--- config.mk ---
export PLATFORM = sky130hd
export DESIGN_NAME = address_range_sort_merge
export DESIGN_NICKNAME = d
export VERILOG_FILES = /design/src/rtl/arsm_pkg.sv /design/src/rtl/arsm_store.sv /design/src/rtl/arsm_cmp.sv /design/src/rtl/address_range_sort_merge.sv
export SDC_FILE = /design/constraint.sdc
export NUM_CORES = 2
export LEC_CHECK = 0
export BUFFER_PORTS_ARGS = -buffer_cell sky130_fd_sc_hd__buf_2
export CAP_MARGIN = 0
export CELL_PAD_IN_SITES_DETAIL_PLACEMENT = 1
export CELL_PAD_IN_SITES_GLOBAL_PLACEMENT = 2
export CORE_MARGIN = 2
export CORE_UTILIZATION = 44
export CTS_CLUSTER_DIAMETER = 100
export DETAILED_ROUTE_END_ITERATION = 16
export HOLD_SLACK_MARGIN = 0.06
export PLACE_DENSITY_LB_ADDON = 0.08
export SETUP_SLACK_MARGIN = 0.1
export SLEW_MARGIN = 20
export SYNTH_ARGS = -nofsm -noshare
export SYNTH_HDL_FRONTEND = slang
export SYNTH_HIERARCHICAL = 1
export SYNTH_SLANG_ARGS = --single-unit
--- constraint.sdc ---
create_clock -name clk -period 9 [get_ports clk]
set_clock_uncertainty 0.05 [all_clocks]
set_input_delay 1.35 -clock clk [delete_from_list [all_inputs] [get_ports clk]]
set_output_delay 1.35 -clock clk [all_outputs]
set_load 0.1 [all_outputs]
--- src/rtl/arsm_pkg.sv ---
// Shared types and constants for the address range sort and merge block.
// No dependencies.
`timescale 1ns / 1ps

package arsm_pkg;

  localparam int FIELD_BITS = 32;

  typedef struct packed {
    logic a_lt_b;
    logic a_eq_b;
    logic a_touch_b;
    logic c_gt_d;
    logic a_gt_p;
  } cmp_res_t;

endpackage

--- src/rtl/arsm_store.sv ---
// Range store: start and end memories, one write port, one registered read port.
// Depends on nothing outside this file.
`timescale 1ns / 1ps

module arsm_store #(
  parameter int DEPTH = 32,
  parameter int AW    = 32
) (
  input  logic                     clk,
  input  logic                     wr_en,
  input  logic [$clog2(DEPTH)-1:0] wr_addr,
  input  logic [AW-1:0]            wr_start,
  input  logic [AW-1:0]            wr_end,
  input  logic [$clog2(DEPTH)-1:0] rd_addr,
  output logic [AW-1:0]            rd_start,
  output logic [AW-1:0]            rd_end
);

  logic [AW-1:0] start_mem [DEPTH];
  logic [AW-1:0] end_mem   [DEPTH];

  always_ff @(posedge clk) begin
    if (wr_en) begin
      start_mem[wr_addr] <= wr_start;
      end_mem[wr_addr]   <= wr_end;
    end
  end

  always_ff @(posedge clk) begin
    rd_start <= start_mem[rd_addr];
    rd_end   <= end_mem[rd_addr];
  end

endmodule

--- src/rtl/arsm_cmp.sv ---
// Shared compare unit: ordering, equality and non-wrapping adjacency tests.
// Depends on arsm_pkg for the result struct.
`timescale 1ns / 1ps

module arsm_cmp #(
  parameter int AW = 32
) (
  input  logic [AW-1:0]       op_a,
  input  logic [AW-1:0]       op_b,
  input  logic [AW-1:0]       op_c,
  input  logic [AW-1:0]       op_d,
  input  logic [AW-1:0]       op_p,
  output arsm_pkg::cmp_res_t  res
);

  logic [AW:0] b_inc;

  assign b_inc = {1'b0, op_b} + (AW+1)'(1);

  always_comb begin
    res.a_lt_b    = op_a < op_b;
    res.a_eq_b    = op_a == op_b;
    res.a_touch_b = {1'b0, op_a} == b_inc;
    res.c_gt_d    = op_c > op_d;
    res.a_gt_p    = op_a > op_p;
  end

endmodule

--- src/rtl/address_range_sort_merge.sv ---
// Top level: loads ranges, then selects them in start order and merges them.
// Depends on arsm_pkg, arsm_store and arsm_cmp.
//
//  channel | signals                                         | role
//  input   | in_valid, in_stall, range_start, range_end,     | one range per transaction
//          | is_last                                         |
//  output  | out_valid, out_stall, merged_start, merged_end, | one merged range per transaction
//          | last_of_run, overflow                           |
//
// Loading accepts one range per cycle. After the last range, n stored ranges take one
// selection pass per distinct start plus a closing one (at most n + 1); each pass scans
// the store through its single read port and the shared compare unit.
// The input stalls from the last range until the final merged range is registered.
// A stalled output holds each merge step until the waiting result is taken.
// Reset is synchronous and clears the fill count, the dropped flag behind overflow, the sequencer and out_valid.
`timescale 1ns / 1ps

module address_range_sort_merge #(
  parameter int MAX_RANGES   = 32,
  parameter int ADDRESS_BITS = 32
) (
  input  logic        clk,
  input  logic        rst,
  input  logic        in_valid,
  output logic        in_stall,
  input  logic [31:0] range_start,
  input  logic [31:0] range_end,
  input  logic        is_last,
  output logic        out_valid,
  input  logic        out_stall,
  output logic [31:0] merged_start,
  output logic [31:0] merged_end,
  output logic        last_of_run,
  output logic        overflow
);

  localparam int FW = arsm_pkg::FIELD_BITS;
  localparam int AW = (ADDRESS_BITS < FW) ? ADDRESS_BITS : FW;
  localparam int CW = $clog2(MAX_RANGES + 1);
  localparam int IW = $clog2(MAX_RANGES);

  typedef enum logic [2:0] {
    ST_LOAD = 3'b001,
    ST_SCAN = 3'b010,
    ST_STEP = 3'b100
  } state_t;

  state_t             state;
  logic [CW-1:0]      fill_count;
  logic               dropped;
  logic [CW-1:0]      idx;
  logic               rd_vld;
  logic               found;
  logic [AW-1:0]      best_s;
  logic [AW-1:0]      best_e;
  logic               have_prev;
  logic [AW-1:0]      prev_s;
  logic               have_cur;
  logic [AW-1:0]      cur_s;
  logic [AW-1:0]      cur_e;

  logic               full;
  logic               accept;
  logic               wr_en;
  logic               out_free;
  logic               joins;
  logic               emit;
  logic [AW-1:0]      rd_s;
  logic [AW-1:0]      rd_e;
  logic [AW-1:0]      op_a;
  logic [AW-1:0]      op_b;
  logic [AW-1:0]      op_c;
  logic [AW-1:0]      op_d;
  arsm_pkg::cmp_res_t cmp;

  assign full     = fill_count == CW'(MAX_RANGES);
  assign in_stall = state != ST_LOAD;
  assign accept   = in_valid && !in_stall;
  assign wr_en    = accept && !full;
  assign out_free = !out_valid || !out_stall;
  assign joins    = cmp.a_lt_b || cmp.a_eq_b || cmp.a_touch_b;
  assign emit     = (state == ST_STEP) && out_free && (!found || (have_cur && !joins));

  arsm_store #(
    .DEPTH (MAX_RANGES),
    .AW    (AW)
  ) u_store (
    .clk      (clk),
    .wr_en    (wr_en),
    .wr_addr  (fill_count[IW-1:0]),
    .wr_start (range_start[AW-1:0]),
    .wr_end   (range_end[AW-1:0]),
    .rd_addr  (idx[IW-1:0]),
    .rd_start (rd_s),
    .rd_end   (rd_e)
  );

  always_comb begin
    if (state == ST_STEP) begin
      op_a = best_s;
      op_b = cur_e;
      op_c = best_e;
      op_d = cur_e;
    end else begin
      op_a = rd_s;
      op_b = best_s;
      op_c = rd_e;
      op_d = best_e;
    end
  end

  arsm_cmp #(
    .AW (AW)
  ) u_cmp (
    .op_a (op_a),
    .op_b (op_b),
    .op_c (op_c),
    .op_d (op_d),
    .op_p (prev_s),
    .res  (cmp)
  );

  always_ff @(posedge clk) begin
    if (rst) begin
      state      <= ST_LOAD;
      fill_count <= '0;
      dropped    <= 1'b0;
      idx        <= '0;
      rd_vld     <= 1'b0;
      found      <= 1'b0;
      have_prev  <= 1'b0;
      have_cur   <= 1'b0;
      out_valid  <= 1'b0;
    end else begin
      if (emit) begin
        out_valid <= 1'b1;
      end else if (!out_stall) begin
        out_valid <= 1'b0;
      end
      case (state)
        ST_LOAD: begin
          if (accept) begin
            if (full) begin
              dropped <= 1'b1;
            end else begin
              fill_count <= fill_count + CW'(1);
            end
            if (is_last) begin
              idx   <= '0;
              found <= 1'b0;
              state <= ST_SCAN;
            end
          end
        end
        ST_SCAN: begin
          if (rd_vld && (!have_prev || cmp.a_gt_p)) begin
            if (!found || cmp.a_lt_b) begin
              best_s <= rd_s;
              best_e <= rd_e;
              found  <= 1'b1;
            end else if (cmp.a_eq_b && cmp.c_gt_d) begin
              best_e <= rd_e;
            end
          end
          rd_vld <= idx != fill_count;
          if (idx != fill_count) begin
            idx <= idx + CW'(1);
          end else if (!rd_vld) begin
            state <= ST_STEP;
          end
        end
        ST_STEP: begin
          if (out_free) begin
            if (!found) begin
              merged_start <= FW'(cur_s);
              merged_end   <= FW'(cur_e);
              last_of_run  <= 1'b1;
              overflow     <= dropped;
              fill_count   <= '0;
              dropped      <= 1'b0;
              have_prev    <= 1'b0;
              have_cur     <= 1'b0;
              state        <= ST_LOAD;
            end else begin
              if (have_cur && !joins) begin
                merged_start <= FW'(cur_s);
                merged_end   <= FW'(cur_e);
                last_of_run  <= 1'b0;
                overflow     <= dropped;
                cur_s        <= best_s;
                cur_e        <= best_e;
              end else if (have_cur) begin
                if (cmp.c_gt_d) begin
                  cur_e <= best_e;
                end
              end else begin
                cur_s <= best_s;
                cur_e <= best_e;
              end
              have_cur  <= 1'b1;
              prev_s    <= best_s;
              have_prev <= 1'b1;
              idx       <= '0;
              found     <= 1'b0;
              state     <= ST_SCAN;
            end
          end
        end
        default: begin
          state <= ST_LOAD;
        end
      endcase
    end
  end

endmodule

## Word-level counts from Yosys, hierarchy flattened

Memory sizes are Yosys's and may differ from the RTL's. A register that Yosys moved wholly into a read port is not among the register bits.
Index checks and enable logic that the tools add are counted.

- RAM bits: 2048
- Memories: 2
- Register bits: 246

Memories:

| memory | depth | width | read ports | clocked after memory_dff | wr ports | line | text |
|---|---|---|---|---|---|---|---|
| u_store.end_mem | 32 | 32 | 1 | 1 | 1 | arsm_store.sv:20 | `logic [AW-1:0] end_mem [DEPTH];` |
| u_store.start_mem | 32 | 32 | 1 | 1 | 1 | arsm_store.sv:19 | `logic [AW-1:0] start_mem [DEPTH];` |

- Eq/ne operators: 24
- Reductions and logical operators: 35
- Bitwise operators: 1
- Magnitude comparators: 3
- Mux-type cells: 52
- Add/sub/neg operators: 3

Operator list:

| kind | number |
|---|---|
| $mux 32 | 15 |
| $gt 32x32->1 | 2 |
| $mux 6 | 9 |
| $add 32x1->33 const B | 1 |
| $eq 32x33->1 | 1 |
| $eq 32x32->1 | 1 |
| $lt 32x32->1 | 1 |
| $reduce_and 5->1 | 5 |
| $ne 2x2->1 const B | 12 |
| $pmux 6 s3 | 1 |
| $mux 1 | 17 |
| $reduce_and 4->1 | 4 |
| $mux 3 | 5 |
| $add 6x1->6 const B | 2 |
| $pmux 6 s2 | 1 |
| $reduce_and 6->1 | 2 |
| $pmux 3 s3 | 1 |
| $logic_and 1x1->1 | 7 |
| $logic_not 1->1 | 7 |
| $eq 6x6->1 const B | 1 |
| $logic_or 1x1->1 | 6 |
| $ne 2x1->1 const B | 3 |
| $ne 3x1->1 const B | 2 |
| $ne 6x6->1 | 1 |
| other kinds (10) | 11 |

## Depth between registers and ports, before layout

- Word-level depth: 10
- Mapped depth: 20
- Depth with buffers taken out: 17

## Cells and area by module

The synthesis kept the hierarchy.

Modules (own cells, without submodules):

| module | area each (um^2) | instances | cells each | seq. area each (um^2) |
|---|---|---|---|---|
| arsm_store | 79321.1 | 1 | 3779 | 62780.2 |
| address_range_sort_merge | 9395.3 | 1 | 756 | 7186.9 |
| arsm_cmp | 3534.6 | 1 | 491 | 0.0 |

## Least setup slack after synthesis

Ideal clock, no wire load.

- Kind: reg-to-reg
- Start: register state[2]
- End: register last_of_run, enable pin
- Path slack: -0.556 ns
- Library setup time: 0.591 ns
- Buffers on the path: 4
- Data arrival time: 8.915 ns
- Required time: 8.359 ns
- Clock period less this slack: 9.556 ns
- Cell stages (with the launch flop): 19
- Cell sequence: dfxtp_1 nor2b_1 nor2b_1 clkbuf_1 clkbuf_1 nand2_1 nand2_1 buf_2 nand4_1 or4_1 buf_2 or4_1 and4_1 a2bb2oi_1 o21ai_0 nor4_2 or3_1 or2_2 a211oi_1

RTL lines:

| element | line | text |
|---|---|---|
| start, declared | address_range_sort_merge.sv:48 | `state_t state;` |
| start signal, assigned | address_range_sort_merge.sv:125 | `state <= ST_LOAD;` |
| start signal, assigned | address_range_sort_merge.sv:151 | `state <= ST_SCAN;` |
| start signal, assigned | address_range_sort_merge.sv:169 | `state <= ST_STEP;` |
| end signal, assigned | address_range_sort_merge.sv:177 | `last_of_run <= 1'b1;` |
| end signal, assigned | address_range_sort_merge.sv:188 | `last_of_run <= 1'b0;` |
| end, declared | address_range_sort_merge.sv:33 | `output logic last_of_run,` |

==> impl_summary.md <==
Run status
The flow ran to the end, and the final reports show no timing, DRC or antenna violations.

STA
The final setup violation count is 0. The maximum clock rate is about 150 MHz. At the pin with the least slew margin, the transition time is about 1.2 ns.

Summed over all failing endpoints, the final setup total negative slack is 0 ns. The hold violation count in the final report is 0. The shortest clock period the worst path allows after layout is roughly 6.7 ns. Setup repair after global routing left no endpoint under its margin. The post-route clock period utilization is about 75%.

The final max-slew violation count is 0. The relative slew slack is between 20 and 25%. The worst path setup slack after routing is 2.26 ns.

Job
Across the run, the number of max-cap violations was 0.

Die
The initialized floorplan defines between 150 and 200 standard-cell rows. The total area inside the core boundary comes to between 0.2 and 0.25 mm^2. Measured along the x axis, the die boundary spans around 460 um. The starting density of the core is 44.2%. ~140 I/O pins were placed. The die extent in y is roughly 460 um. The total die area is 0.213 mm^2.

Placement
The routability-driven placement congestion ratio is 0.824. The detailed-placement wirelength estimate is 151,000 um. OpenSTA, run right after detailed placement, puts the worst setup slack at approximately 2.2 ns. The post-placement cell area is about 0.097 mm^2.

Input and output buffers added on the ports amount to 136.

Worst hold path
The worst hold path class is flop to flop.

Yosys
Yosys mapped a number of flops with a built-in enable equal to 2,274. edfxtp_1 takes more of the synthesized area than any other cell. Sorting the synthesized cells by area gives the leading types as edfxtp_1 74%, mux4_2 6.2%, mux2i_1 5.6%, a22oi_1 2.6%, dfxtp_1 1.8%. During synthesis, Yosys emitted a total of 6 warnings. The sequential-to-total area share from yosys stat is approximately 76%. The gate count of the mapped netlist is 5,026.

The cell area after synthesis is slightly above 0.09 mm^2. After synthesis, the largest area contributor takes up 74.0% of total cell area. The fraction of registers with async set or reset after synthesis is 0%. In this run, synthesis produced a sequential element count of approximately 2,400. The post-synthesis net count is between 5,000 and 6,000. The count of distinct cell types in the synthesized netlist is 70. After synthesis, the mean cell area works out to 18.4 um^2.

The most frequently used flop master after synthesis is edfxtp_1.

Global route
After global routing the overflow that remains totals 0. The busiest metal layer after global routing is met2. The via count of the first global-routing pass is 50,000.

Global routing used 25.3% of the available tracks. The largest net degree at the start of global routing is 106. The met3 usage in global routing is under 10%.

Global routing used 42.2% of the available met2 tracks. For met1 alone, demand over resource in global routing was a little over a third. The first-pass GRT wire length is between 300,000 and 400,000 um. The number of antenna violations at the first check in global routing came to 37.

Clock tree
The total number of clock tree sinks is approximately 2,400. Once the clock tree was built, the setup fixing pass inserted 0 buffers. CTS built an H-tree with a depth of 4.

TritonCTS built the clock tree. The tree is rooted in a clkbuf_16. The clock-pin transition on the worst setup and hold timing paths is around 0.06 ns. The number of instances resized during post-cts repair is 0. Counting along the longest clock path gives a buffer depth of 3. The hold-fix buffer count after cts is 0.

The CTS buffer count is 240. The insertion delay to the later sink of the worst-skew pair is 0.90 ns.

Cells and area
The most common cell after layout, fill and taps aside is edfxtp_1. Leaving out fill and tap cells, the most frequent cells in the layout are 2,274 x edfxtp_1, 515 x mux2i_1, 401 x nand2_1. The area added between synthesis and finish is 13.6%.

Of the cells placed in the final design, the portion with a size suffix greater than 1 is approximately 17%. The finished cells cover 0.105 mm^2. The number of nets in the final layout is approximately 5,400. The filler cells instantiated in the layout total between 15,000 and 20,000.

Detailed routing
The remaining antenna violation count is 0. The detailed router finished its first iteration with ~4,600 violations. The average wire length per cell after detail routing is roughly 33 um. The number of vias per cell after detailed routing is 5.88.

After detailed routing, the number of remaining DRC violations is 0. For this block, the routed nets add up to 271,000 um of wire. The number of iterations in the first detailed-routing pass is 5.

The detailed router placed around 49,000 vias in this run.

Critical path
The class of the most critical setup path is flop to flop. For the worst setup path, the data required time is about 9.5 ns. Of all nets on the critical path, the largest fanout is 67. The worst setup path is captured at a flop. The data arrival time of the critical path is 7.19 ns. The worst setup path is launched from a flop.

Power and ir drop
Dividing total power by cell area gives a power density of between 200 and 250 mW/mm^2. In this run the static leakage power is 33.1 nW. VDD sags by at most between 0.0002 and 0.00025 V.
## final cells by class
class                           instances  area, um^2  share of cell area [%]
Inverter                              107         402                   0.383
Tap cell                             2805        3510                    3.35
Sequential cell                      2358       70000                    66.8
Multi-Input combinational cell       2315       21000                    20.1
Clock buffer                          337        6570                    6.27
Clock inverter                        117        1430                    1.36
Antenna cell                           15        37.5                  0.0358
Timing Repair Buffer                  256        1840                    1.76
## power breakdown
group / switching [W] / total (W) / leakage (nW) / internal [W]
Clock: 0.00428 / 0.0100 / 3.87 / 0.00577
Sequential: 0.000239 / 0.0126 / 21.2 / 0.0124
Combinational: 0.00153 / 0.00220 / 8.05 / 0.000669
## flip-flops by register name (all words and copies together) (netlist names), 3 cells and up
name / count
fill_count: 6
merged_start: 32
merged_end: 32
u_store/rd_end: 32
state: 3
idx: 6
u_store/rd_start: 32
best_s: 32
cur_s: 32
u_store/start_mem: 1024
cur_e: 32
best_e: 32
prev_s: 32
u_store/end_mem: 1024
## final timing paths
| kind | start | to | slack [ns] | cells past startpoint |
|---|---|---|---|---|
| max | state[2]$_SDFFE_PP0P_ | merged_start[27]$_DFFE_PP_ | 2.26 | 16 |
| min | cur_s[8]$_DFFE_PP_ | merged_start[8]$_DFFE_PP_ | 0.37 | 0 |
| max reg2reg | state[2]$_SDFFE_PP0P_ | merged_start[27]$_DFFE_PP_ | 2.26 | 16 |
| min reg2reg | cur_s[8]$_DFFE_PP_ | merged_start[8]$_DFFE_PP_ | 0.37 | 0 |
## routing by layer
layer | vias to the layer above | wire [um]
met5 | - | 39
met4 | 6 | 5210
met3 | 339 | 14500
met2 | 1382 | 133000
met1 | 26400 | 118000
li1 | 20800 | -
## synth_stat cells, types with 9 or more instances
cell type / number
buf_6: 12
xnor2_1: 24
nand2_1: 401
a21o_1: 42
nor2b_1: 27
nor2_1: 69
clkbuf_1: 103
nand3_1: 136
a22oi_1: 323
xor2_1: 20
edfxtp_1: 2274
nand4_1: 70
and4_1: 9
a31oi_1: 45
o21ai_0: 34
nor3_1: 17
and2_1: 10
a21oi_1: 55
inv_1: 107
nor4_1: 11
a22o_1: 38
buf_4: 38
mux4_2: 256
buf_2: 83
dfxtp_1: 84
or4_1: 10
ha_1: 100
mux2i_1: 515
nand3b_1: 9
and3_1: 9
## cell families (layout without fill, tap and decap cells)
logic type	after synthesis	after routing	synth area share, %
AO/OA/AOI/OAI	585	585	4.57
other	0	15	0
multiplexers	771	771	11.8
AND/OR/NAND/NOR	815	815	4.17
flip-flops	2358	2358	75.8
buffers and inverters	353	817	1.81
adder cells (fa/ha/maj)	100	100	1.36
XOR/XNOR	44	44	0.418
## metrics by stage
stage                     total power [W]  hold WS, ns  instances  util, %
after floorplan                    0.0140        0.350       5026        -
after global placement             0.0150        0.352       7837     46.3
after detailed placement           0.0150        0.356       7839     46.3
after CTS                          0.0251        0.365       8293     50.1
after global routing               0.0257        0.374       8306     50.1
final                              0.0248        0.369       8310     50.1
## worst max-delay path, cell delays in order (launching register included)
cell and delay (ns):
dfxtp_1 0.48, nor2b_1 0.26, nor2b_4 0.67, buf_4 0.69
nand2_1 0.19, nand2_1 0.17, nand3_1 0.15, or4_1 0.78
or4_1 0.50, and4_1 0.22, a2bb2oi_1 0.14, o21ai_0 0.13
nor4_2 0.05, or3_1 0.46, or2_2 0.36, a211oi_4 0.22
buf_4 0.68
No activity file was read; power rests on OpenSTA's default activity.
